File: src/hdl/tmcr_pkg.sv
// Shared types, constants and helpers for the text mode character renderer.
// No dependencies; every other file of the block uses it.
package tmcr_pkg;

    localparam int TEXT_COLS_DEF          = 90;
    localparam int TEXT_ROWS_DEF          = 40;
    localparam int GLYPH_LINES_DEF        = 16;
    localparam int OUTPUT_PIXEL_LIMIT_DEF = 345600;

    localparam int CELL_WIDTH = 8;
    localparam int FONT_DEPTH = 4096;
    localparam int FONT_AW    = 12;
    localparam int ADDR_W     = 12;
    localparam int SKIP_W     = 19;
    localparam int CFG_IDX_W  = 3;
    localparam int CFG_DATA_W = 19;
    localparam int PIXELS_W   = 32;
    localparam int COUNT_W    = 4;

    localparam logic [SKIP_W-1:0] SCROLL_SKIP_RST  = '0;
    localparam logic [7:0]        CURSOR_COL_RST   = 8'd1;
    localparam logic [7:0]        CURSOR_ROW_RST   = 8'd1;
    localparam logic [7:0]        CURSOR_FIRST_RST = 8'd14;
    localparam logic [7:0]        CURSOR_LAST_RST  = 8'd15;
    localparam logic [7:0]        BLINK_FACTOR_RST = 8'd16;

    typedef enum logic [1:0] {
        MODE_FONT_WR   = 2'd0,
        MODE_SCREEN_WR = 2'd1,
        MODE_FRAME     = 2'd2,
        MODE_RENDER    = 2'd3
    } mode_t;

    typedef enum logic [CFG_IDX_W-1:0] {
        CFG_SCROLL_SKIP  = 3'd0,
        CFG_CURSOR_COL   = 3'd1,
        CFG_CURSOR_ROW   = 3'd2,
        CFG_CURSOR_FIRST = 3'd3,
        CFG_CURSOR_LAST  = 3'd4,
        CFG_BLINK_FACTOR = 3'd5
    } cfg_index_t;

    typedef struct packed {
        mode_t              mode;
        logic               cursor_here;
        logic [2:0]         start;
        logic [COUNT_W-1:0] count;
        logic               frame_done;
        logic               clear_pending;
    } pix_ctrl_t;

    function automatic int idx_w(input int n);
        return (n > 1) ? $clog2(n) : 1;
    endfunction

endpackage

File: src/hdl/tmcr_if.sv


interface tmcr_result_if;
    logic                          valid;
    logic                          ready;
    logic [tmcr_pkg::PIXELS_W-1:0] pixels;
    logic [tmcr_pkg::COUNT_W-1:0]  pixel_count;
    logic                          frame_done;
    logic                          clear_pending;

    modport source (output valid, pixels, pixel_count, frame_done, clear_pending,
                    input ready);
    modport sink   (input valid, pixels, pixel_count, frame_done, clear_pending,
                    output ready);
endinterface

File: src/hdl/tmcr_pixel_out.sv
// Pixel packing (cursor, colors, skip window) into the result register.
// Depends on tmcr_pkg and tmcr_result_if.
module tmcr_pixel_out (
    input  logic                clk,
    input  logic                rst_n,
    input  logic                s3_valid,
    input  tmcr_pkg::pix_ctrl_t s3_ctrl,
    input  logic [7:0]          s3_bits,
    input  logic [7:0]          s3_attr,
    output logic                out_free,
    tmcr_result_if.source       result
);

    logic                            out_v_reg;
    logic [tmcr_pkg::PIXELS_W-1:0]   pixels_reg, pixels_next;
    logic [tmcr_pkg::COUNT_W-1:0]    count_reg;
    logic                            done_reg;
    logic                            clear_reg;

    logic [3:0] fg, bg;
    logic [3:0] colour [8];
    logic       has_result;

    assign out_free   = !out_v_reg || result.ready;
    assign has_result = (s3_ctrl.mode == tmcr_pkg::MODE_RENDER)
                        || (s3_ctrl.mode == tmcr_pkg::MODE_FRAME);
    assign fg = s3_attr[3:0];
    assign bg = s3_attr[7:4];

    always_comb
    begin
        for (int p = 0; p < 8; p++)
            colour[p] = (s3_ctrl.cursor_here || s3_bits[7 - p]) ? fg : bg;
        pixels_next = '0;
        for (int j = 0; j < 8; j++)
        begin
            if (tmcr_pkg::COUNT_W'(j) < s3_ctrl.count)
                pixels_next[4*j +: 4] = colour[3'(int'(s3_ctrl.start) + j)];
        end
    end

    always_ff @(posedge clk or negedge rst_n)
    begin
        if (!rst_n)
            out_v_reg <= 1'b0;
        else if (out_free)
            out_v_reg <= s3_valid && has_result;
    end

    always_ff @(posedge clk)
    begin
        if (out_free)
        begin
            pixels_reg <= pixels_next;
            count_reg  <= s3_ctrl.count;
            done_reg   <= s3_ctrl.frame_done;
            clear_reg  <= s3_ctrl.clear_pending;
        end
    end

    assign result.valid         = out_v_reg;
    assign result.pixels        = pixels_reg;
    assign result.pixel_count   = count_reg;
    assign result.frame_done    = done_reg;
    assign result.clear_pending = clear_reg;

endmodule

File: src/flat_wrapper.sv
// flat-port wrapper written by rule: the top's interface ports become plain ports
module tmcr_pixel_out_flat 
  (clk, rst_n, s3_valid, s3_ctrl, s3_bits, s3_attr, out_free, result_valid, result_pixels, result_pixel_count, result_frame_done, result_clear_pending, result_ready);
  tmcr_result_if result_i ();
  input  logic clk;
  input  logic rst_n;
  input  logic s3_valid;
  input  tmcr_pkg::pix_ctrl_t s3_ctrl;
  input  logic [7:0] s3_bits;
  input  logic [7:0] s3_attr;
  output logic out_free;
  output wire logic [$bits(result_i.valid)-1:0] result_valid;
  output wire logic [$bits(result_i.pixels)-1:0] result_pixels;
  output wire logic [$bits(result_i.pixel_count)-1:0] result_pixel_count;
  output wire logic [$bits(result_i.frame_done)-1:0] result_frame_done;
  output wire logic [$bits(result_i.clear_pending)-1:0] result_clear_pending;
  input wire logic [$bits(result_i.ready)-1:0] result_ready;
  assign result_valid = result_i.valid;
  assign result_pixels = result_i.pixels;
  assign result_pixel_count = result_i.pixel_count;
  assign result_frame_done = result_i.frame_done;
  assign result_clear_pending = result_i.clear_pending;
  assign result_i.ready = result_ready;
  tmcr_pixel_out u_core (.clk(clk), .rst_n(rst_n), .s3_valid(s3_valid), .s3_ctrl(s3_ctrl), .s3_bits(s3_bits), .s3_attr(s3_attr), .out_free(out_free), .result(result_i));
endmodule
File: config.mk
export PLATFORM = sky130hd
export DESIGN_NAME = tmcr_pixel_out_flat
export DESIGN_NICKNAME = d
export VERILOG_FILES = /design/src/hdl/tmcr_pkg.sv /design/src/hdl/tmcr_if.sv /design/src/hdl/tmcr_pixel_out.sv /design/src/flat_wrapper.sv
export SDC_FILE = /design/constraint.sdc
export NUM_CORES = 1
export LEC_CHECK = 0
export BUFFER_PORTS_ARGS = -buffer_cell sky130_fd_sc_hd__buf_2
export CAP_MARGIN = 20
export CORE_ASPECT_RATIO = 1.2
export CORE_UTILIZATION = 47
export DETAILED_ROUTE_END_ITERATION = 12
export HOLD_SLACK_MARGIN = 0.06
export PLACE_DENSITY = 0.76
export SYNTH_ARGS = -nofsm -noshare
export SYNTH_HDL_FRONTEND = slang
export SYNTH_SLANG_ARGS = --single-unit
export TNS_END_PERCENT = 1
File: constraint.sdc
create_clock -name clk -period 1.75 [get_ports clk]
set_input_delay 0.0875 -clock clk [delete_from_list [all_inputs] [get_ports clk]]
set_output_delay 0.0875 -clock clk [all_outputs]
set_load 0.05 [all_outputs]
==> results of run 1 <==
## power by group through the flow
stage	Sequential (µW)	Combinational (µW)	Clock, µW
2_1_floorplan	1620	370	0
3_3_place_gp	1210	1010	0
3_5_place_dp	1210	1030	0
4_1_cts	1190	1040	778
5_1_grt	1200	1100	819
6_report	1190	1040	767
## Yosys cell counts (all sizes together) (4+ instances only)
library cell / number
o21ai: 20
nand3b: 16
o221ai: 4
nand2: 18
clkbuf: 13
mux2i: 16
mux2: 15
o31ai: 12
edfxtp: 38
a21oi: 16
mux4: 12
buf: 5
o211ai: 8
## cell type report
cell class | instances | area [µm²] | area share (%)
clock buffer | 6 | 82.58 | 2.594
clock inverter | 2 | 35.03 | 1.101
inverter | 2 | 7.507 | 0.2358
multi-input combinational | 151 | 1291 | 40.57
sequential | 39 | 1166 | 36.64
tap | 62 | 77.57 | 2.437
timing repair buffer | 89 | 523.0 | 16.43
## layout by cell type (no fill, tap or decap), types with 2 or more instances in the layout
cell,count
o21ai_0,20
mux2_4,2
nor2_1,2
nand2_1,18
edfxtp_1,38
o31ai_1,12
buf_2,70
nand3b_1,16
a21oi_1,16
o221ai_1,4
mux2_2,13
buf_4,11
mux2i_1,16
ha_1,2
dlygate4sd3_1,7
mux4_2,11
xor2_1,2
clkbuf_8,6
o211ai_1,8
## metal layers
metal  up-vias  track usage [%]
li1        991                -
met1       966            26.51
met2        80            33.50
met3         6            2.791
met4         0            11.02
met5         -                0
## logic make-up after synthesis
kind of cell    after synthesis  share of synthesized area (%)
xor+xnor                      2                         0.6881
flops                        39                          45.80
compound gates               65                          16.27
mux                          43                          23.98
simple gates                 39                          8.698
fa+ha+maj                     2                         0.9826
buf+inv                      20                          3.587
## repair_timing
action / CTS / global route
resized for setup: 0 / 0
hold endpoints to repair: 5 / 1
hold buffers: 6 / 1
## path summary, 6_finish.rpt
path                                           from                      endpoint  depth (start not counted)
worst max-delay path                     s3_ctrl[3]       u_core.result.pixels[2]                          5
worst min-delay path                          rst_n           u_core.result.valid                          2
worst max register to register  u_core.result.valid      u_core.result.pixels[12]                          2
worst min register to register  u_core.result.valid           u_core.result.valid                          2
max in group asynchronous                     rst_n           u_core.result.valid                          2
min in group clk                         s3_ctrl[4]  u_core.result.pixel_count[2]                          2
## worst reg2reg max path, delay by kind of cell (launching register included)
family	cells	cell delay (ps)
AND/OR/NAND/NOR	1	210
flip-flops	1	400
buffers and inverters	1	240
## per-stage QoR
step	worst slack (ps)	hold WS [ps]	util (%)	TNS, ps	instances
detailed placement	-137.8	-137.2	56.93	-1437	336
global route	51.51	160.3	60.50	0	351
finish	112.5	140.8	60.50	0	351
floorplan	-326.1	-208.1	-	-4404	210
CTS	165.3	64.88	60.31	0	350
global placement	-72.78	-137.6	56.93	-856.2	336
==> out/metrics.cfg, run 1 <==
[synth]
synthArstFlopShare_pct = 2.564
avgSynthCellArea_um2 = 12.12
synth_area_mm2 = 0.002546
ys_types = 32
synth_nets = 244
synth_top_cell_by_area = edfxtp_1
synthTopCellsByArea = edfxtp_1, mux4_2, mux2i_1
synthFlopType = edfxtp_1
ys_warn_count = 0
synth_top_area_share_pct = 44.82
synth_seq_cells = 39
synth-edff-count = 38
syn_inst = 210
seq_area_frac_synth_pct = 45.80

[cts]
post_cts_buffers = 0
root_buffer = clkbuf_8
cts_max_level = 2
cts_tree = built
clock_latency_ps = 290
cts.sinks = 39
cts-buffers-inserted = 5
cts.path.max_buffers = 2
clk_pin_slew_ps = 70

[floorplan]
ios = 72
fp.coreArea_mm2 = 0.005261
initial_core_util_pct = 48.39
die_x_um = 69.19
rows = 29
dieArea_mm2 = 0.005717
die_y_um = 82.63

[drt]
wl_met2_mm = 2.973
ant_nets = 0
top_layer = met4
detail_route.vias_per_cell = 5.821
wl_mm = 5.755
m1WireLength_mm = 2.423
wl_met3_um = 280
drt_pass1_iterations = 4
drt-wirelength-per-cell_um = 16.40
via_count = 2043
drc = 0
first_iter_violations = 156

[sta]
rsz0062_at_grt = no
fin_skew_ps = 5.388
fin_crit_sh_pct = 93.57
fin_crit_ps = 1637
drv_slew = 0
max-slew-margin-rel_pct = 49.02
finalSetupViolCount = 0
tightest_slew_ps = 764.7
finalHoldViolCount = 0
max_freq_mhz = 610.7

[setup_path]
crit_family = simple AND/OR/NAND/NOR gates
cp.arrival_ps = 1660
path_class = primary input to flip-flop
critPathLaunchType = primary input
crit_chain = dlygate4sd3_1 -> buf_2 -> or3_1 -> nor2_1 -> a21oi_1
worstPathMaxFanout = 9
slowest_delay_ps = 530
cp-end-kind = flip-flop
critPathSlowestCell = dlygate4sd3_1
required_ps = 1770
path_buf_inv = 2
regToRegSetupSlack_ps = 580

[power]
p_int_uw = 1943
power_leakage_uw = 0.001308
power_density_mw_per_mm2 = 940.8
fin_total_pwr_uw = 2995
p_sw_uw = 1052
swShare_pct = 35.13
clockPowerShare_pct = 25.6
p_seq_share_pct = 39.6
irDropWorstVdd_uv = 454.6
combinationalPowerShare_pct = 34.8

[global_routing]
grt_pass1_wl_mm = 9.032
grt_start_max_net_pins = 58
grt_usage_pct = 20.40
antenna_found_initial = 0
grt_pass1_vias = 1832
grt_overflow_total = 0

[hold_path]
hold_class = primary input to asynchronous set/reset pin

[job]
max_cap_violations = 0

[placement]
gp_congestion = 0.8221
placed_area_mm2 = 0.002995
dpl.hpwl_mm = 4.024
port-buffer-count = 70

[status]
status = complete, no violations

[finish]
fill_cells = 417
drive_above_1_share_pct = 41.52
largest_register_ff_count = 32
final_area_mm2 = 0.003183
insertedDiodeCount = 0
nNetsFinal = 322
syn2layout_area_growth_pct = 25.01

Power figures use the tool's default switching activity.
==> run 2, diff against run 1 <==
--- a/config.mk
+++ b/config.mk
@@ -7,11 +7,10 @@
 export LEC_CHECK = 0
 export BUFFER_PORTS_ARGS = -buffer_cell sky130_fd_sc_hd__buf_2
 export CAP_MARGIN = 20
-export CORE_ASPECT_RATIO = 1.2
 export CORE_UTILIZATION = 47
 export DETAILED_ROUTE_END_ITERATION = 12
 export HOLD_SLACK_MARGIN = 0.06
-export PLACE_DENSITY = 0.76
+export PLACE_DENSITY = 0.77
 export SYNTH_ARGS = -nofsm -noshare
 export SYNTH_HDL_FRONTEND = slang
 export SYNTH_SLANG_ARGS = --single-unit
==> out/metrics.cfg, run 2 (same netlist as run 1, synthesis figures left out) <==
[power]
power_leakage_uw = 0.001321  ; was 0.001308 µW
fin_total_pwr_uw = 3100  ; was 2995 µW
power_density_mw_per_mm2 = 964.8  ; was 940.8 mW/mm²
irDropWorstVdd_uv = 434.7  ; was 454.6 µV

[drt]
drt-wirelength-per-cell_um = 16.21  ; was 16.40 µm
wl_mm = 5.867  ; was 5.755 mm
first_iter_violations = 207  ; was 156
drt_pass1_iterations = 5  ; was 4
ant_nets = 0  ; unchanged
via_count = 2074  ; was 2,043
detail_route.vias_per_cell = 5.729  ; was 5.821
drc = 0  ; unchanged

[cts]
root_buffer = clkbuf_8  ; unchanged
cts-buffers-inserted = 5  ; unchanged
cts.sinks = 39  ; unchanged
cts_tree = built  ; unchanged
clk_pin_slew_ps = 70  ; about the same
cts_max_level = 2  ; unchanged
cts.path.max_buffers = 2  ; unchanged
clock_latency_ps = 280  ; was 290 ps
post_cts_buffers = 0  ; unchanged

[sta]
fin_crit_ps = 1613  ; was 1637 ps
fin_skew_ps = 3.635  ; was 5.388 ps
max_freq_mhz = 620.0  ; was 610.7 MHz
hold_ws_ps = 67.71  ; was 140.8 ps
rsz0062_at_grt = no  ; unchanged
finalHoldViolCount = 0  ; unchanged
finalSetupViolCount = 0  ; unchanged
fin_crit_sh_pct = 92.17  ; was 93.57%
tightest_slew_ps = 777.4  ; was 764.7 ps
drv_slew = 0  ; unchanged
max-slew-margin-rel_pct = 48.17  ; was 49.02%
setup-tns-final_ps = 0  ; unchanged

[global_routing]
grtUsageMet1_pct = 28.63  ; was 26.51%
grt_usage_pct = 21.37  ; was 20.40%
grt_pass1_vias = 1888  ; was 1,832
antenna_found_initial = 0  ; unchanged
top_usage_layer = met2  ; unchanged
grt_overflow_total = 0  ; unchanged
grt_pass1_wl_mm = 9.170  ; was 9.032 mm
met2_usage_pct = 36.81  ; was 33.50%
met3_usage_pct = 2.116  ; was 2.791%
grt_start_max_net_pins = 58  ; unchanged

[finish]
largest_register_ff_count = 32  ; unchanged
final_cells = 362  ; was 351
layout_common_cells = buf_2, edfxtp_1, o21ai_0  ; unchanged
syn2layout_area_growth_pct = 26.19  ; was 25.01%
multi_input_area_mm2 = 0.001291  ; unchanged
regArea_mm2 = 0.001166  ; unchanged
nNetsFinal = 325  ; was 322
drive_above_1_share_pct = 42.47  ; was 41.52%
fill_cells = 412  ; was 417
insertedDiodeCount = 0  ; unchanged
final_common_cell = buf_2  ; unchanged
finalCoreUtilization_pct = 62.12  ; was 60.50%

[floorplan]
dieArea_mm2 = 0.005716  ; was 0.005717 mm²
die_y_um = 75.61  ; was 82.63 µm
rows = 26  ; was 29
die_x_um = 75.61  ; was 69.19 µm
ios = 72  ; unchanged
fp.coreArea_mm2 = 0.005172  ; was 0.005261 mm²
initial_core_util_pct = 49.23  ; was 48.39%

[hold_path]
hold_class = primary input to flip-flop  ; was primary input to asynchronous set/reset pin
hp-start = s3_ctrl[2]

[setup_path]
critPathLaunchType = primary input  ; unchanged
cp.arrival_ps = 1620  ; was 1660 ps
required_ps = 1760  ; was 1770 ps
setup.worst_path.start = s3_ctrl[6]  ; was s3_ctrl[3]
reg2reg_from = u_core.result.valid  ; unchanged
worstPathMaxFanout = 7  ; was 9
cp-end-kind = flip-flop  ; unchanged
path_class = primary input to flip-flop  ; unchanged

[placement]
port-buffer-count = 70  ; unchanged
dpl.hpwl_mm = 4.262  ; was 4.024 mm
gp_congestion = 0.8122  ; was 0.8221
placed_cells = 349  ; was 336

[job]
max_cap_violations = 0  ; unchanged

[status]
status = complete, no violations  ; unchanged

[run 2: what timing repair did]
item,4_1_cts,5_1_grt
hold buffers,5,0
resized for setup,0,0
hold endpoints to repair,4,0
[run 2: final cells by class]
class	instances	area share [%]
multi-input combinational	151	40.19
sequential	39	36.29
timing repair buffer	92	16.43
tap	70	2.726
clock buffer	6	2.259
clock inverter	2	1.869
inverter	2	0.2336
[run 2: final timing paths]
check	to	depth (start not counted)	slack, ps
max in group asynchronous	u_core.result.valid	2	1560
max	u_core.result.pixels[15]	7	140
min in group asynchronous	u_core.result.valid	2	110
min reg2reg	u_core.result.pixels[7]	1	850
min	u_core.result.pixel_count[0]	1	70
max reg2reg	u_core.result.pixels[25]	2	500
[run 2: routing by layer]
layer	part of all wire, %	vias to the layer above
met3	5.5	6
met1	43	980
li1	-	1000
met5	0	-
met4	0.95	0
met2	50	88
[run 2: power by group]
group          internal, µW  switching, µW
logic                   324            727
clock network           570            293
registers              1160           23.9
total                  2060           1040
[run 2: per-stage QoR]
stage | instance area, µm² | worst slack (ps)
floorplan | 2549 | -326.1
global placement | 3030 | -74.42
detailed placement | 3030 | -157.5
CTS | 3213 | 136.9
global route | 3213 | 22.07
finish | 3213 | 137.0
[run 2: worst max-delay path: stages]
cell      delay, ps
buf_2           140
inv_2            50
ha_1            350
mux4_2          330
mux2_2          350
o221ai_1        200
o31ai_1         100
