==> src/hdl/tmcr_pkg.sv <==
// Shared types, constants and helpers for the text mode character renderer.
// No dependencies; every other file of the block uses it.
package tmcr_pkg;

    localparam int TEXT_COLS_DEF          = 90;
    localparam int TEXT_ROWS_DEF          = 40;
    localparam int GLYPH_LINES_DEF        = 16;
    localparam int OUTPUT_PIXEL_LIMIT_DEF = 345600;

    localparam int CELL_WIDTH = 8;
    localparam int FONT_DEPTH = 4096;
    localparam int FONT_AW    = 12;
    localparam int ADDR_W     = 12;
    localparam int SKIP_W     = 19;
    localparam int CFG_IDX_W  = 3;
    localparam int CFG_DATA_W = 19;
    localparam int PIXELS_W   = 32;
    localparam int COUNT_W    = 4;

    localparam logic [SKIP_W-1:0] SCROLL_SKIP_RST  = '0;
    localparam logic [7:0]        CURSOR_COL_RST   = 8'd1;
    localparam logic [7:0]        CURSOR_ROW_RST   = 8'd1;
    localparam logic [7:0]        CURSOR_FIRST_RST = 8'd14;
    localparam logic [7:0]        CURSOR_LAST_RST  = 8'd15;
    localparam logic [7:0]        BLINK_FACTOR_RST = 8'd16;

    typedef enum logic [1:0] {
        MODE_FONT_WR   = 2'd0,
        MODE_SCREEN_WR = 2'd1,
        MODE_FRAME     = 2'd2,
        MODE_RENDER    = 2'd3
    } mode_t;

    typedef enum logic [CFG_IDX_W-1:0] {
        CFG_SCROLL_SKIP  = 3'd0,
        CFG_CURSOR_COL   = 3'd1,
        CFG_CURSOR_ROW   = 3'd2,
        CFG_CURSOR_FIRST = 3'd3,
        CFG_CURSOR_LAST  = 3'd4,
        CFG_BLINK_FACTOR = 3'd5
    } cfg_index_t;

    typedef struct packed {
        mode_t              mode;
        logic               cursor_here;
        logic [2:0]         start;
        logic [COUNT_W-1:0] count;
        logic               frame_done;
        logic               clear_pending;
    } pix_ctrl_t;

    function automatic int idx_w(input int n);
        return (n > 1) ? $clog2(n) : 1;
    endfunction

endpackage

==> src/hdl/tmcr_if.sv <==
// Valid/ready channel interfaces for input items and result items.
// Depends on tmcr_pkg for field widths.
interface tmcr_item_if;
    logic                        valid;
    logic                        ready;
    logic [1:0]                  mode;
    logic [tmcr_pkg::ADDR_W-1:0] address;
    logic [7:0]                  data_char;
    logic [7:0]                  data_attr;
    logic [7:0]                  pending_frames;

    modport source (output valid, mode, address, data_char, data_attr, pending_frames,
                    input ready);
    modport sink   (input valid, mode, address, data_char, data_attr, pending_frames,
                    output ready);
endinterface


==> src/hdl/tmcr_scan_ctrl.sv <==
// Input stage: config registers, scan position, blink phase, skip and clip window.
// Depends on tmcr_pkg and tmcr_item_if.
module tmcr_scan_ctrl #(
    parameter int TEXT_COLS          = tmcr_pkg::TEXT_COLS_DEF,
    parameter int TEXT_ROWS          = tmcr_pkg::TEXT_ROWS_DEF,
    parameter int GLYPH_LINES        = tmcr_pkg::GLYPH_LINES_DEF,
    parameter int OUTPUT_PIXEL_LIMIT = tmcr_pkg::OUTPUT_PIXEL_LIMIT_DEF
) (
    input  logic                                              clk,
    input  logic                                              rst_n,
    tmcr_item_if.sink                                         item,
    input  logic                                              cfg_we,
    input  logic [tmcr_pkg::CFG_IDX_W-1:0]                    cfg_index,
    input  logic [tmcr_pkg::CFG_DATA_W-1:0]                   cfg_data,
    input  logic                                              down_free,
    output logic                                              s1_valid,
    output tmcr_pkg::pix_ctrl_t                               s1_ctrl,
    output logic [tmcr_pkg::ADDR_W-1:0]                       s1_address,
    output logic [7:0]                                        s1_data_char,
    output logic [7:0]                                        s1_data_attr,
    output logic [tmcr_pkg::idx_w(TEXT_COLS*TEXT_ROWS)-1:0]   s1_scr_addr,
    output logic [tmcr_pkg::idx_w(GLYPH_LINES)-1:0]           s1_line
);

    localparam int COL_W  = tmcr_pkg::idx_w(TEXT_COLS);
    localparam int ROW_W  = tmcr_pkg::idx_w(TEXT_ROWS);
    localparam int LINE_W = tmcr_pkg::idx_w(GLYPH_LINES);
    localparam int SCR_AW = tmcr_pkg::idx_w(TEXT_COLS*TEXT_ROWS);
    localparam int PIX_W  = $clog2(OUTPUT_PIXEL_LIMIT + 1);
    localparam int CMP_W  = (PIX_W > tmcr_pkg::COUNT_W) ? PIX_W : tmcr_pkg::COUNT_W;
    localparam int SKIP_W = tmcr_pkg::SKIP_W;

    logic [SKIP_W-1:0] scroll_skip_reg;
    logic [7:0]        cursor_col_reg;
    logic [7:0]        cursor_row_reg;
    logic [7:0]        cursor_first_reg;
    logic [7:0]        cursor_last_reg;
    logic [7:0]        blink_factor_reg;

    logic [COL_W-1:0]  col_reg,   col_next;
    logic [ROW_W-1:0]  row_reg,   row_next;
    logic [LINE_W-1:0] line_reg,  line_next;
    logic              phase_reg, phase_next;
    logic [SKIP_W-1:0] skip_reg,  skip_next;
    logic [PIX_W-1:0]  opi_reg,   opi_next;
    logic              v1_reg;

    tmcr_pkg::pix_ctrl_t       ctrl1_reg, ctrl1_next;
    logic [tmcr_pkg::ADDR_W-1:0] addr1_reg;
    logic [7:0]                char1_reg;
    logic [7:0]                attr1_reg;
    logic [SCR_AW-1:0]         scr1_reg, scr1_next;
    logic [LINE_W-1:0]         line1_reg;

    tmcr_pkg::mode_t          mode;
    logic                     accept;
    logic                     last_col, last_line, last_row;
    logic                     toggled, cursor_here, drop;
    logic [2:0]               start;
    logic [tmcr_pkg::COUNT_W-1:0] avail, take;
    logic [CMP_W-1:0]         remain;

    assign item.ready = !v1_reg || down_free;
    assign accept     = item.valid && item.ready;
    assign mode       = tmcr_pkg::mode_t'(item.mode);

    always_ff @(posedge clk or negedge rst_n)
    begin
        if (!rst_n)
        begin
            scroll_skip_reg  <= tmcr_pkg::SCROLL_SKIP_RST;
            cursor_col_reg   <= tmcr_pkg::CURSOR_COL_RST;
            cursor_row_reg   <= tmcr_pkg::CURSOR_ROW_RST;
            cursor_first_reg <= tmcr_pkg::CURSOR_FIRST_RST;
            cursor_last_reg  <= tmcr_pkg::CURSOR_LAST_RST;
            blink_factor_reg <= tmcr_pkg::BLINK_FACTOR_RST;
        end
        else if (cfg_we)
        begin
            case (tmcr_pkg::cfg_index_t'(cfg_index))
                tmcr_pkg::CFG_SCROLL_SKIP:  scroll_skip_reg  <= cfg_data;
                tmcr_pkg::CFG_CURSOR_COL:   cursor_col_reg   <= cfg_data[7:0];
                tmcr_pkg::CFG_CURSOR_ROW:   cursor_row_reg   <= cfg_data[7:0];
                tmcr_pkg::CFG_CURSOR_FIRST: cursor_first_reg <= cfg_data[7:0];
                tmcr_pkg::CFG_CURSOR_LAST:  cursor_last_reg  <= cfg_data[7:0];
                tmcr_pkg::CFG_BLINK_FACTOR: blink_factor_reg <= cfg_data[7:0];
                default: ;
            endcase
        end
    end

    always_comb
    begin
        last_col  = col_reg  == COL_W'(TEXT_COLS - 1);
        last_line = line_reg == LINE_W'(GLYPH_LINES - 1);
        last_row  = row_reg  == ROW_W'(TEXT_ROWS - 1);
        toggled   = item.pending_frames >= blink_factor_reg;

        cursor_here = phase_reg
            && ({1'b0, cursor_col_reg} == 9'(col_reg) + 9'd1)
            && ({1'b0, cursor_row_reg} == 9'(row_reg) + 9'd1)
            && (8'(line_reg) >= cursor_first_reg)
            && (8'(line_reg) <= cursor_last_reg);

        drop   = skip_reg >= SKIP_W'(tmcr_pkg::CELL_WIDTH);
        start  = drop ? 3'd0 : skip_reg[2:0];
        avail  = tmcr_pkg::COUNT_W'(tmcr_pkg::CELL_WIDTH) - {1'b0, start};
        remain = CMP_W'(PIX_W'(OUTPUT_PIXEL_LIMIT) - opi_reg);
        if (drop)
            take = '0;
        else if (remain < CMP_W'(avail))
            take = tmcr_pkg::COUNT_W'(remain);
        else
            take = avail;

        scr1_next = SCR_AW'(int'(row_reg) * TEXT_COLS + int'(col_reg));

        col_next   = col_reg;
        row_next   = row_reg;
        line_next  = line_reg;
        phase_next = phase_reg;
        skip_next  = skip_reg;
        opi_next   = opi_reg;

        ctrl1_next.mode          = mode;
        ctrl1_next.cursor_here   = cursor_here;
        ctrl1_next.start         = start;
        ctrl1_next.count         = '0;
        ctrl1_next.frame_done    = 1'b0;
        ctrl1_next.clear_pending = 1'b0;

        if (accept)
        begin
            case (mode)
                tmcr_pkg::MODE_FRAME:
                begin
                    phase_next = phase_reg ^ toggled;
                    col_next   = '0;
                    row_next   = '0;
                    line_next  = '0;
                    skip_next  = scroll_skip_reg;
                    opi_next   = '0;
                    ctrl1_next.clear_pending = toggled;
                end
                tmcr_pkg::MODE_RENDER:
                begin
                    col_next = last_col ? '0 : col_reg + COL_W'(1);
                    if (last_col)
                        line_next = last_line ? '0 : line_reg + LINE_W'(1);
                    if (last_col && last_line)
                        row_next = last_row ? '0 : row_reg + ROW_W'(1);
                    skip_next = drop ? skip_reg - SKIP_W'(tmcr_pkg::CELL_WIDTH) : '0;
                    opi_next  = opi_reg + PIX_W'(take);
                    ctrl1_next.count      = take;
                    ctrl1_next.frame_done = last_col && last_line && last_row;
                end
                default: ;
            endcase
        end
    end

    always_ff @(posedge clk or negedge rst_n)
    begin
        if (!rst_n)
        begin
            col_reg   <= '0;
            row_reg   <= '0;
            line_reg  <= '0;
            phase_reg <= 1'b0;
            skip_reg  <= '0;
            opi_reg   <= '0;
            v1_reg    <= 1'b0;
        end
        else
        begin
            col_reg   <= col_next;
            row_reg   <= row_next;
            line_reg  <= line_next;
            phase_reg <= phase_next;
            skip_reg  <= skip_next;
            opi_reg   <= opi_next;
            if (item.ready)
                v1_reg <= item.valid;
        end
    end

    always_ff @(posedge clk)
    begin
        if (accept)
        begin
            ctrl1_reg <= ctrl1_next;
            addr1_reg <= item.address;
            char1_reg <= item.data_char;
            attr1_reg <= item.data_attr;
            scr1_reg  <= scr1_next;
            line1_reg <= line_reg;
        end
    end

    assign s1_valid     = v1_reg;
    assign s1_ctrl      = ctrl1_reg;
    assign s1_address   = addr1_reg;
    assign s1_data_char = char1_reg;
    assign s1_data_attr = attr1_reg;
    assign s1_scr_addr  = scr1_reg;
    assign s1_line      = line1_reg;

endmodule

==> src/flat_wrapper.sv <==
// flat-port wrapper written by rule: the top's interface ports become plain ports
module tmcr_scan_ctrl_flat 
#(
    parameter int TEXT_COLS          = tmcr_pkg::TEXT_COLS_DEF,
    parameter int TEXT_ROWS          = tmcr_pkg::TEXT_ROWS_DEF,
    parameter int GLYPH_LINES        = tmcr_pkg::GLYPH_LINES_DEF,
    parameter int OUTPUT_PIXEL_LIMIT = tmcr_pkg::OUTPUT_PIXEL_LIMIT_DEF
)
  (clk, rst_n, cfg_we, cfg_index, cfg_data, down_free, s1_valid, s1_ctrl, s1_address, s1_data_char, s1_data_attr, s1_scr_addr, s1_line, item_valid, item_mode, item_address, item_data_char, item_data_attr, item_pending_frames, item_ready);
  tmcr_item_if item_i ();
  input  logic clk;
  input  logic rst_n;
  input  logic cfg_we;
  input  logic [tmcr_pkg::CFG_IDX_W-1:0] cfg_index;
  input  logic [tmcr_pkg::CFG_DATA_W-1:0] cfg_data;
  input  logic down_free;
  output logic s1_valid;
  output tmcr_pkg::pix_ctrl_t s1_ctrl;
  output logic [tmcr_pkg::ADDR_W-1:0] s1_address;
  output logic [7:0] s1_data_char;
  output logic [7:0] s1_data_attr;
  output logic [tmcr_pkg::idx_w(TEXT_COLS*TEXT_ROWS)-1:0] s1_scr_addr;
  output logic [tmcr_pkg::idx_w(GLYPH_LINES)-1:0] s1_line;
  input wire logic [$bits(item_i.valid)-1:0] item_valid;
  input wire logic [$bits(item_i.mode)-1:0] item_mode;
  input wire logic [$bits(item_i.address)-1:0] item_address;
  input wire logic [$bits(item_i.data_char)-1:0] item_data_char;
  input wire logic [$bits(item_i.data_attr)-1:0] item_data_attr;
  input wire logic [$bits(item_i.pending_frames)-1:0] item_pending_frames;
  output wire logic [$bits(item_i.ready)-1:0] item_ready;
  assign item_i.valid = item_valid;
  assign item_i.mode = item_mode;
  assign item_i.address = item_address;
  assign item_i.data_char = item_data_char;
  assign item_i.data_attr = item_data_attr;
  assign item_i.pending_frames = item_pending_frames;
  assign item_ready = item_i.ready;
  tmcr_scan_ctrl #(.TEXT_COLS(TEXT_COLS), .TEXT_ROWS(TEXT_ROWS), .GLYPH_LINES(GLYPH_LINES), .OUTPUT_PIXEL_LIMIT(OUTPUT_PIXEL_LIMIT)) u_core (.clk(clk), .rst_n(rst_n), .item(item_i), .cfg_we(cfg_we), .cfg_index(cfg_index), .cfg_data(cfg_data), .down_free(down_free), .s1_valid(s1_valid), .s1_ctrl(s1_ctrl), .s1_address(s1_address), .s1_data_char(s1_data_char), .s1_data_attr(s1_data_attr), .s1_scr_addr(s1_scr_addr), .s1_line(s1_line));
endmodule
==> config.mk <==
export PLATFORM = sky130hd
export DESIGN_NAME = tmcr_scan_ctrl_flat
export DESIGN_NICKNAME = d
export VERILOG_FILES = /design/src/hdl/tmcr_pkg.sv /design/src/hdl/tmcr_if.sv /design/src/hdl/tmcr_scan_ctrl.sv /design/src/flat_wrapper.sv
export SDC_FILE = /design/constraint.sdc
export NUM_CORES = 1
export LEC_CHECK = 0
export ABC_AREA = 0
export BUFFER_PORTS_ARGS = -buffer_cell sky130_fd_sc_hd__buf_2
export CAP_MARGIN = 0
export CORE_ASPECT_RATIO = 0.7
export CORE_MARGIN = 2
export CORE_UTILIZATION = 36
export CTS_CLUSTER_SIZE = 25
export DETAILED_ROUTE_END_ITERATION = 6
export PLACE_DENSITY = 0.59
export RECOVER_POWER = 100
export SLEW_MARGIN = 20
export SYNTH_ARGS = -nofsm -noshare
export SYNTH_HDL_FRONTEND = slang
export SYNTH_SLANG_ARGS = --single-unit
==> constraint.sdc <==
create_clock -name clk -period 9.8 [get_ports clk]
set_clock_uncertainty 0.2 [all_clocks]
set_input_delay 1.96 -clock clk [delete_from_list [all_inputs] [get_ports clk]]
set_output_delay 1.96 -clock clk [all_outputs]
set_load 0.02 [all_outputs]
==> summary.md, run 1 <==
| Metric | Value |
|---|---|
| Synth Instances | approximately 830 |
| Die width | roughly 200 um |
| Most common cell after layout, fill and taps aside | dfrtp_1 |
| Area growth, synth to finish | 15.2% |
| Layout Nets | roughly 1100 |
| Worst-path maximum fanout | slightly above 60 |
| Total number of vias | 6643 |
| Yosys warnings | 0 |
| DRC | 0 |
| Routability cong. | ~0.85 |
| GRT met2 Usage | between 20% and 30% |
| Clk slew on worst S/H paths | ~0.070 ns |
| Critical path's top delay family | buffers and inverters |
| CTS sink count | 172 |
| IO Port Bufs | 122 |
| Synth Area per Inst | about 11 um2 |
| Die Ht | 138 um |
| Initial core utilization | approximately 36% |
| Grt total ovfl | 0 |
| Routing usage on met3 | around 3.7% |
| Max Buffers Root-to-Sink | 2 |
| Routed len/inst | 16.8 um |
| Hpwl dp | approximately 16000 um |
| Worst relative slew slack | -119% |
| Seq/Total Area, Yosys | 49.7% |
| Largest net degree at the start of global routing | 63 |
| Initial antenna violation count | 0 |
| H-tree depth | 4 |
| Most frequent cells in the layout | 106 x dfrtp_1, 70 x clkbuf_1, 63 x inv_1 |
| GR peak layer | met1 |
| M1 GR Usage | 26.0% |
| Drt via density | 5.17 |
| CP Cell Sequence | clkbuf_1, clkbuf_1 |
| CP Buf/Inv Count | 2 |
| Post-Syn Area | slightly above 9000 um2 |
| Postcts setup bufs | 0 |
| Worst setup SP type | input pin |
| Worst Max-Slew Pin Slew | 3.29 ns |
| CP max-delay cell | clkbuf_1 |
| First-pass GRT wire length | about 35000 um |
| Finished Cell Area | roughly 11000 um2 |
| Worst setup EP type | asynchronous set/reset pin |
| Power per cell area | between 150 and 200 nW/um2 |
| Total GRT Usage | 16.4% |
| Placed Area | 10200 um2 |
| Cell leakage power | approximately 4.7 nW |
| Top FF cell, synth | dfrtp_1 |
| CTS Buf Count | 17 |
| Root Buffer | clkbuf_16 |
| Die area | about 27000 um2 |
| Cts repair resizes | 0 |
| Ant diodes | 0 |
| Hold Crit Class | flip-flop to flip-flop |
| Hold Vio Cnt, Final | 0 |
| Worst VDD drop | ~0.00014 V |
| Failing checks | max-capacitance violations, max-slew violations |
| Post-synth EDFFs | between 50 and 60 |
| Netlist cell types | 74 |
| Tcrit/Tclk final | a little under three quarters |
| Crit path kind | input pin to asynchronous set/reset pin |
| Pre-antenna DRT Iters | 5 |
| RSZ-0062 raised after global routing | false |
| Post-route antenna net violation count | 0 |
| CP arrival | about 6.6 ns |
| Ports | about 120 |
| Initial DRC count | 490 |
| Final setup violation count | 0 |
| Yosys reg bits | 172 |
| Required @ worst endpoint | 9.40 ns |
| Worst-Skew Late Latency | about 0.43 ns |
| Status | finished, violations left |
| Tmin final | approximately 7.0 ns |
| Post-Route WL | ~22000 um |
| Rows | between 40 and 50 |
| Core Region | approximately 25000 um2 |
| Final TNS setup | 0 ns |
| Syn nets | about 950 |
| Vias in the first global route | approximately 6400 |
| Area of the multi-input gates | approximately 4200 um2 |
| TritonCTS clock tree | yes |
| CP max stage delay | between 2 and 2.5 ns |
| Asr flop ratio synth | about 67% |
| Seq. cell area | approximately 4600 um2 |
| Final max-slew violation count | around 220 |
| Crit path top cell by count | clkbuf_1 |
| Fmax | 0.143 GHz |
| Max-Cap Viols | 4 |
| Share of cells above drive strength 1 | 17.7% |
| Hold_buf cts | 0 |
| FILL cells | around 2400 |
## kinds of logic after synthesis
kind of cell               synth area share, %
AOI/OAI and AO/OA                         10.9
xor gates and xnor gates                  5.30
adders and majority gates                 9.17
buffers and inverters                     4.23
DFF                                       49.7
muxes                                     7.36
and+or+nand+nor                           13.4
## layout make-up
type                       count  area share, %
inverter                      64           2.25
tap                          331           3.89
timing repair buffer         129           5.27
multi-input combinational    558           39.9
clock buffer                  21           4.63
clock inverter                11          0.951
sequential                   172           43.1
## cell usage after synthesis, types with 2 or more instances
| master | n | area share (%) |
|---|---|---|
| a21o_1 | 7 | 0.57 |
| a21oi_1 | 27 | 1.5 |
| a221oi_1 | 2 | 0.19 |
| a22o_1 | 5 | 0.47 |
| a32oi_1 | 11 | 1.0 |
| and2_1 | 7 | 0.47 |
| and3_1 | 18 | 1.2 |
| and3_4 | 2 | 0.24 |
| and4b_1 | 2 | 0.22 |
| buf_2 | 4 | 0.22 |
| buf_6 | 4 | 0.49 |
| clkbuf_1 | 22 | 0.89 |
| dfrtp_1 | 106 | 29 |
| dfstp_2 | 10 | 2.8 |
| edfxtp_1 | 56 | 18 |
| fa_1 | 8 | 1.7 |
| ha_1 | 55 | 7.4 |
| inv_1 | 63 | 2.6 |
| mux2_2 | 55 | 6.7 |
| mux2i_1 | 5 | 0.54 |
| nand2_1 | 44 | 1.8 |
| nand2b_1 | 11 | 0.74 |
| nand3_1 | 24 | 1.3 |
| nand4_1 | 8 | 0.54 |
| nand4b_1 | 3 | 0.28 |
| nor2_1 | 49 | 2.0 |
| nor2b_1 | 6 | 0.41 |
| nor3_1 | 10 | 0.54 |
| nor3b_1 | 8 | 0.65 |
| nor4_1 | 9 | 0.61 |
| nor4_4 | 2 | 0.46 |
| o2111ai_1 | 2 | 0.19 |
| o211ai_1 | 3 | 0.24 |
| o21a_1 | 5 | 0.41 |
| o21ai_0 | 59 | 3.2 |
| o21ai_1 | 2 | 0.11 |
| o21bai_1 | 3 | 0.24 |
| o22ai_1 | 5 | 0.34 |
| o31ai_1 | 8 | 0.65 |
| o41ai_1 | 3 | 0.28 |
| or3_1 | 4 | 0.27 |
| or4_1 | 2 | 0.16 |
| xnor2_1 | 34 | 3.2 |
| xor2_1 | 22 | 2.1 |
## through the flow
step | instances | hold WS [ns] | utilization, % | setup WS [ns] | power, mW
floorplan | 825 | 0.242 | - | 4.77 | 1.12
global placement | 1254 | 0.263 | 40.0 | 3.92 | 1.22
detailed placement | 1254 | 0.267 | 40.0 | 3.71 | 1.23
CTS | 1286 | 0.280 | 42.4 | 3.69 | 1.92
global route | 1286 | 0.320 | 41.9 | 1.59 | 2.00
finish | 1286 | 0.280 | 41.9 | 2.79 | 1.90
## layer usage
metal	wire, um	vias to the layer above
li1	-	3207
met1	11600	3214
met2	8560	211
met3	1290	11
met4	160	0
met5	0	-
## report_power, final
group | internal (mW) | switching [mW]
logic | 0.133 | 0.167
registers | 0.844 | 0.0659
clock network | 0.390 | 0.295
## path summary, 6_finish.rpt
check,from,endpoint,slack (ns),cells past startpoint
max reg2reg,u_core.skip_reg[3],u_core.opi_reg[16],3.52,23
max,rst_n,u_core.opi_reg[7],2.79,2
min reg2reg,u_core.phase_reg,u_core.phase_reg,0.28,1
max in group clk,u_core.skip_reg[3],u_core.opi_reg[16],3.52,23
min,u_core.phase_reg,u_core.phase_reg,0.28,1
min in group asynchronous,rst_n,u_core.opi_reg[12],2.34,1
Power figures use the tool's default switching activity.
==> inputs of run 2 (changes only) <==
- clock period: 9.8 -> 6.62 ns (I/O delays scaled with it)
==> run 2 against run 1 <==
  * Power up 48%
  * Non-clock buffer count up 1
  * Highest routed layer unchanged
  * The flow still finishes with violations (max-capacitance violations, max-slew violations)
  * Via count up 1.2%
  * Sequential cell count unchanged
  * Combinational power up 48%
  * Wire length up 0.16%
  * Largest power group unchanged
  * Largest cell class unchanged
==> summary.md, run 2 (synthesis gave the netlist of run 1 again) <==
| Metric | Value |
|---|---|
| Die area | ~27000 um2 |
| Placed Area | roughly 10000 um2 |
| Root Buffer | clkbuf_16 |
| Grt total ovfl | 0 |
| Total power | between 2 and 3 mW |
| Crit path kind | flip-flop to flip-flop |
| Layout Nets | between 1000 and 1500 |
| Routed len/inst | between 15 and 20 um |
| Core Region | 25400 um2 |
| Ports | roughly 120 |
| Critical path's top delay family | simple AND/OR/NAND/NOR gates |
| Pre-antenna DRT Iters | 7 |
| Cell leakage power | about 4.7 nW |
| Hold Vio Cnt, Final | 0 |
| H-tree depth | 4 |
| Fmax | 0.166 GHz |
| Largest net degree at the start of global routing | 63 |
| Rows | between 40 and 50 |
| IO Port Bufs | about 120 |
| Crit path top cell by count | ha_1 |
| CP Cell Sequence | inv_1, ha_1, nor3b_1, and4b_1, and3_1, nand2_1, ha_1, xor2_1, ha_1, a211oi_1, nand4_1, o211ai_1, nand4_1, mux2i_1, nor2_1, ha_1, a21o_1, a21o_1, and2_0, o2111a_1, and3_1, xnor2_1, nor2_1 |
| CP max-delay cell | nor3b_1 |
| Hold_buf cts | 0 |
| Worst setup SP type | flip-flop |
| DRC | 0 |
| Worst Max-Slew Pin Slew | between 3 and 4 ns |
| Power per cell area | between 200 and 300 nW/um2 |
| Post-Route WL | about 22000 um |
| CP Buf/Inv Count | 1 |
| Ant diodes | 0 |
| Postcts setup bufs | 0 |
| Final setup violation count | 0 |
| Initial core utilization | 36.4% |
| CP max stage delay | ~0.58 ns |
| RSZ-0062 raised after global routing | false |
| Cts repair resizes | 0 |
| Worst-Skew Late Latency | 0.44 ns |
| Worst VDD drop | ~0.00019 V |
| Worst relative slew slack | -109% |
| Die width | roughly 200 um |
| Utilization after layout | between 40% and 50% |
| Initial antenna violation count | 0 |
| Post-route antenna net violation count | 0 |
| Finished Cell Area | approximately 11000 um2 |
| Final max-slew violation count | 218 |
| Routability cong. | 0.837 |
| Worst-path maximum fanout | 8 |
| Levels on crit path | 23 |
| Status | finished, violations left |
| Total GRT Usage | 16.3% |
| Most frequent cells in the layout | 106 x dfrtp_1, 71 x clkbuf_1, 63 x inv_1 |
| Clk slew on worst S/H paths | around 0.07 ns |
| Tcrit/Tclk final | about nine tenths |
| Tmin final | around 6.0 ns |
| First-pass GRT wire length | roughly 35000 um |
| Final TNS setup | 0 ns |
| Total number of vias | between 6000 and 7000 |
| Worst Hold Depth | 1 |
| Area growth, synth to finish | 15.2% |
| Die Ht | approximately 140 um |
| CP arrival | around 6.1 ns |
| Drt via density | 5.22 |
| Required @ worst endpoint | ~6.7 ns |
| Most common cell after layout, fill and taps aside | dfrtp_1 |
| Hpwl dp | between 15000 and 20000 um |
| Worst setup EP type | flip-flop |
| TritonCTS clock tree | yes |
| Vias in the first global route | ~6300 |
| CTS sink count | between 150 and 200 |
| Initial DRC count | between 400 and 500 |
| Failing checks | max-capacitance violations, max-slew violations |
| Max-Cap Viols | 5 |
| Reg2reg path depth | 23 |
| Share of cells above drive strength 1 | between 15 and 20% |
| CTS Buf Count | 17 |
| Hold Crit Class | flip-flop to flip-flop |
| Max Buffers Root-to-Sink | 2 |
run 2: changes by cell type in the layout (fill, tap and decap cells not counted), sizes merged:
cell and change:
inv -4, clkinvlp +1, buf +1, clkbuf +3
run 2: final cells by class:
class / count / area [um2]
Inverter: 64 / 240
Clock inverter: 8 / 78.8
Sequential cell: 172 / 4600
Timing Repair Buffer: 130 / 571
Clock buffer: 24 / 514
Tap cell: 331 / 414
Fill cell: 2447 / 14800
Multi-Input combinational cell: 558 / 4240
run 2: worst register-to-register path, delay by kind of cell, from the launching register on:
kind | cells | cell delay [ns]
AND/OR/NAND/NOR | 10 | 2.41
flip-flops | 1 | 0.41
XOR/XNOR | 2 | 0.31
adder cells (fa/ha/maj) | 4 | 1.06
AO/OA/AOI/OAI | 5 | 1.08
multiplexers | 1 | 0.32
buffers and inverters | 1 | 0.10
run 2: through the flow:
stage,hold slack (ns),std cells,worst slack (ns)
floorplan,0.242,825,1.59
global placement,0.264,1255,1.03
detailed placement,0.262,1255,0.792
CTS,0.276,1287,0.757
global route,0.290,1287,0.229
finish,0.273,1287,0.609
run 2: routing by layer:
| layer | global-route usage, % | vias up | share of wire (%) |
|---|---|---|---|
| li1 | - | 3215 | - |
| met1 | 26.0 | 3277 | 53 |
| met2 | 21.7 | 217 | 40 |
| met3 | 3.71 | 11 | 6.2 |
| met4 | 4.46 | 0 | 0.68 |
| met5 | 0 | - | 0 |
run 2: worst paths after layout:
check / startpoint / slack (ns) / to
max: u_core.skip_reg[3] / 0.61 / u_core.opi_reg[13]
min: u_core.phase_reg / 0.27 / u_core.phase_reg
max reg2reg: u_core.skip_reg[3] / 0.61 / u_core.opi_reg[13]
min reg2reg: u_core.phase_reg / 0.27 / u_core.phase_reg
max in group asynchronous: rst_n / 1.74 / u_core.cursor_last_reg[6]
min in group asynchronous: rst_n / 1.69 / u_core.opi_reg[12]
run 2: where the power goes:
part           leakage [nW]  switching [mW]  internal, mW
Clock                 0.287           0.420         0.584
Sequential             2.01          0.0984          1.25
Combinational          2.36           0.248         0.197
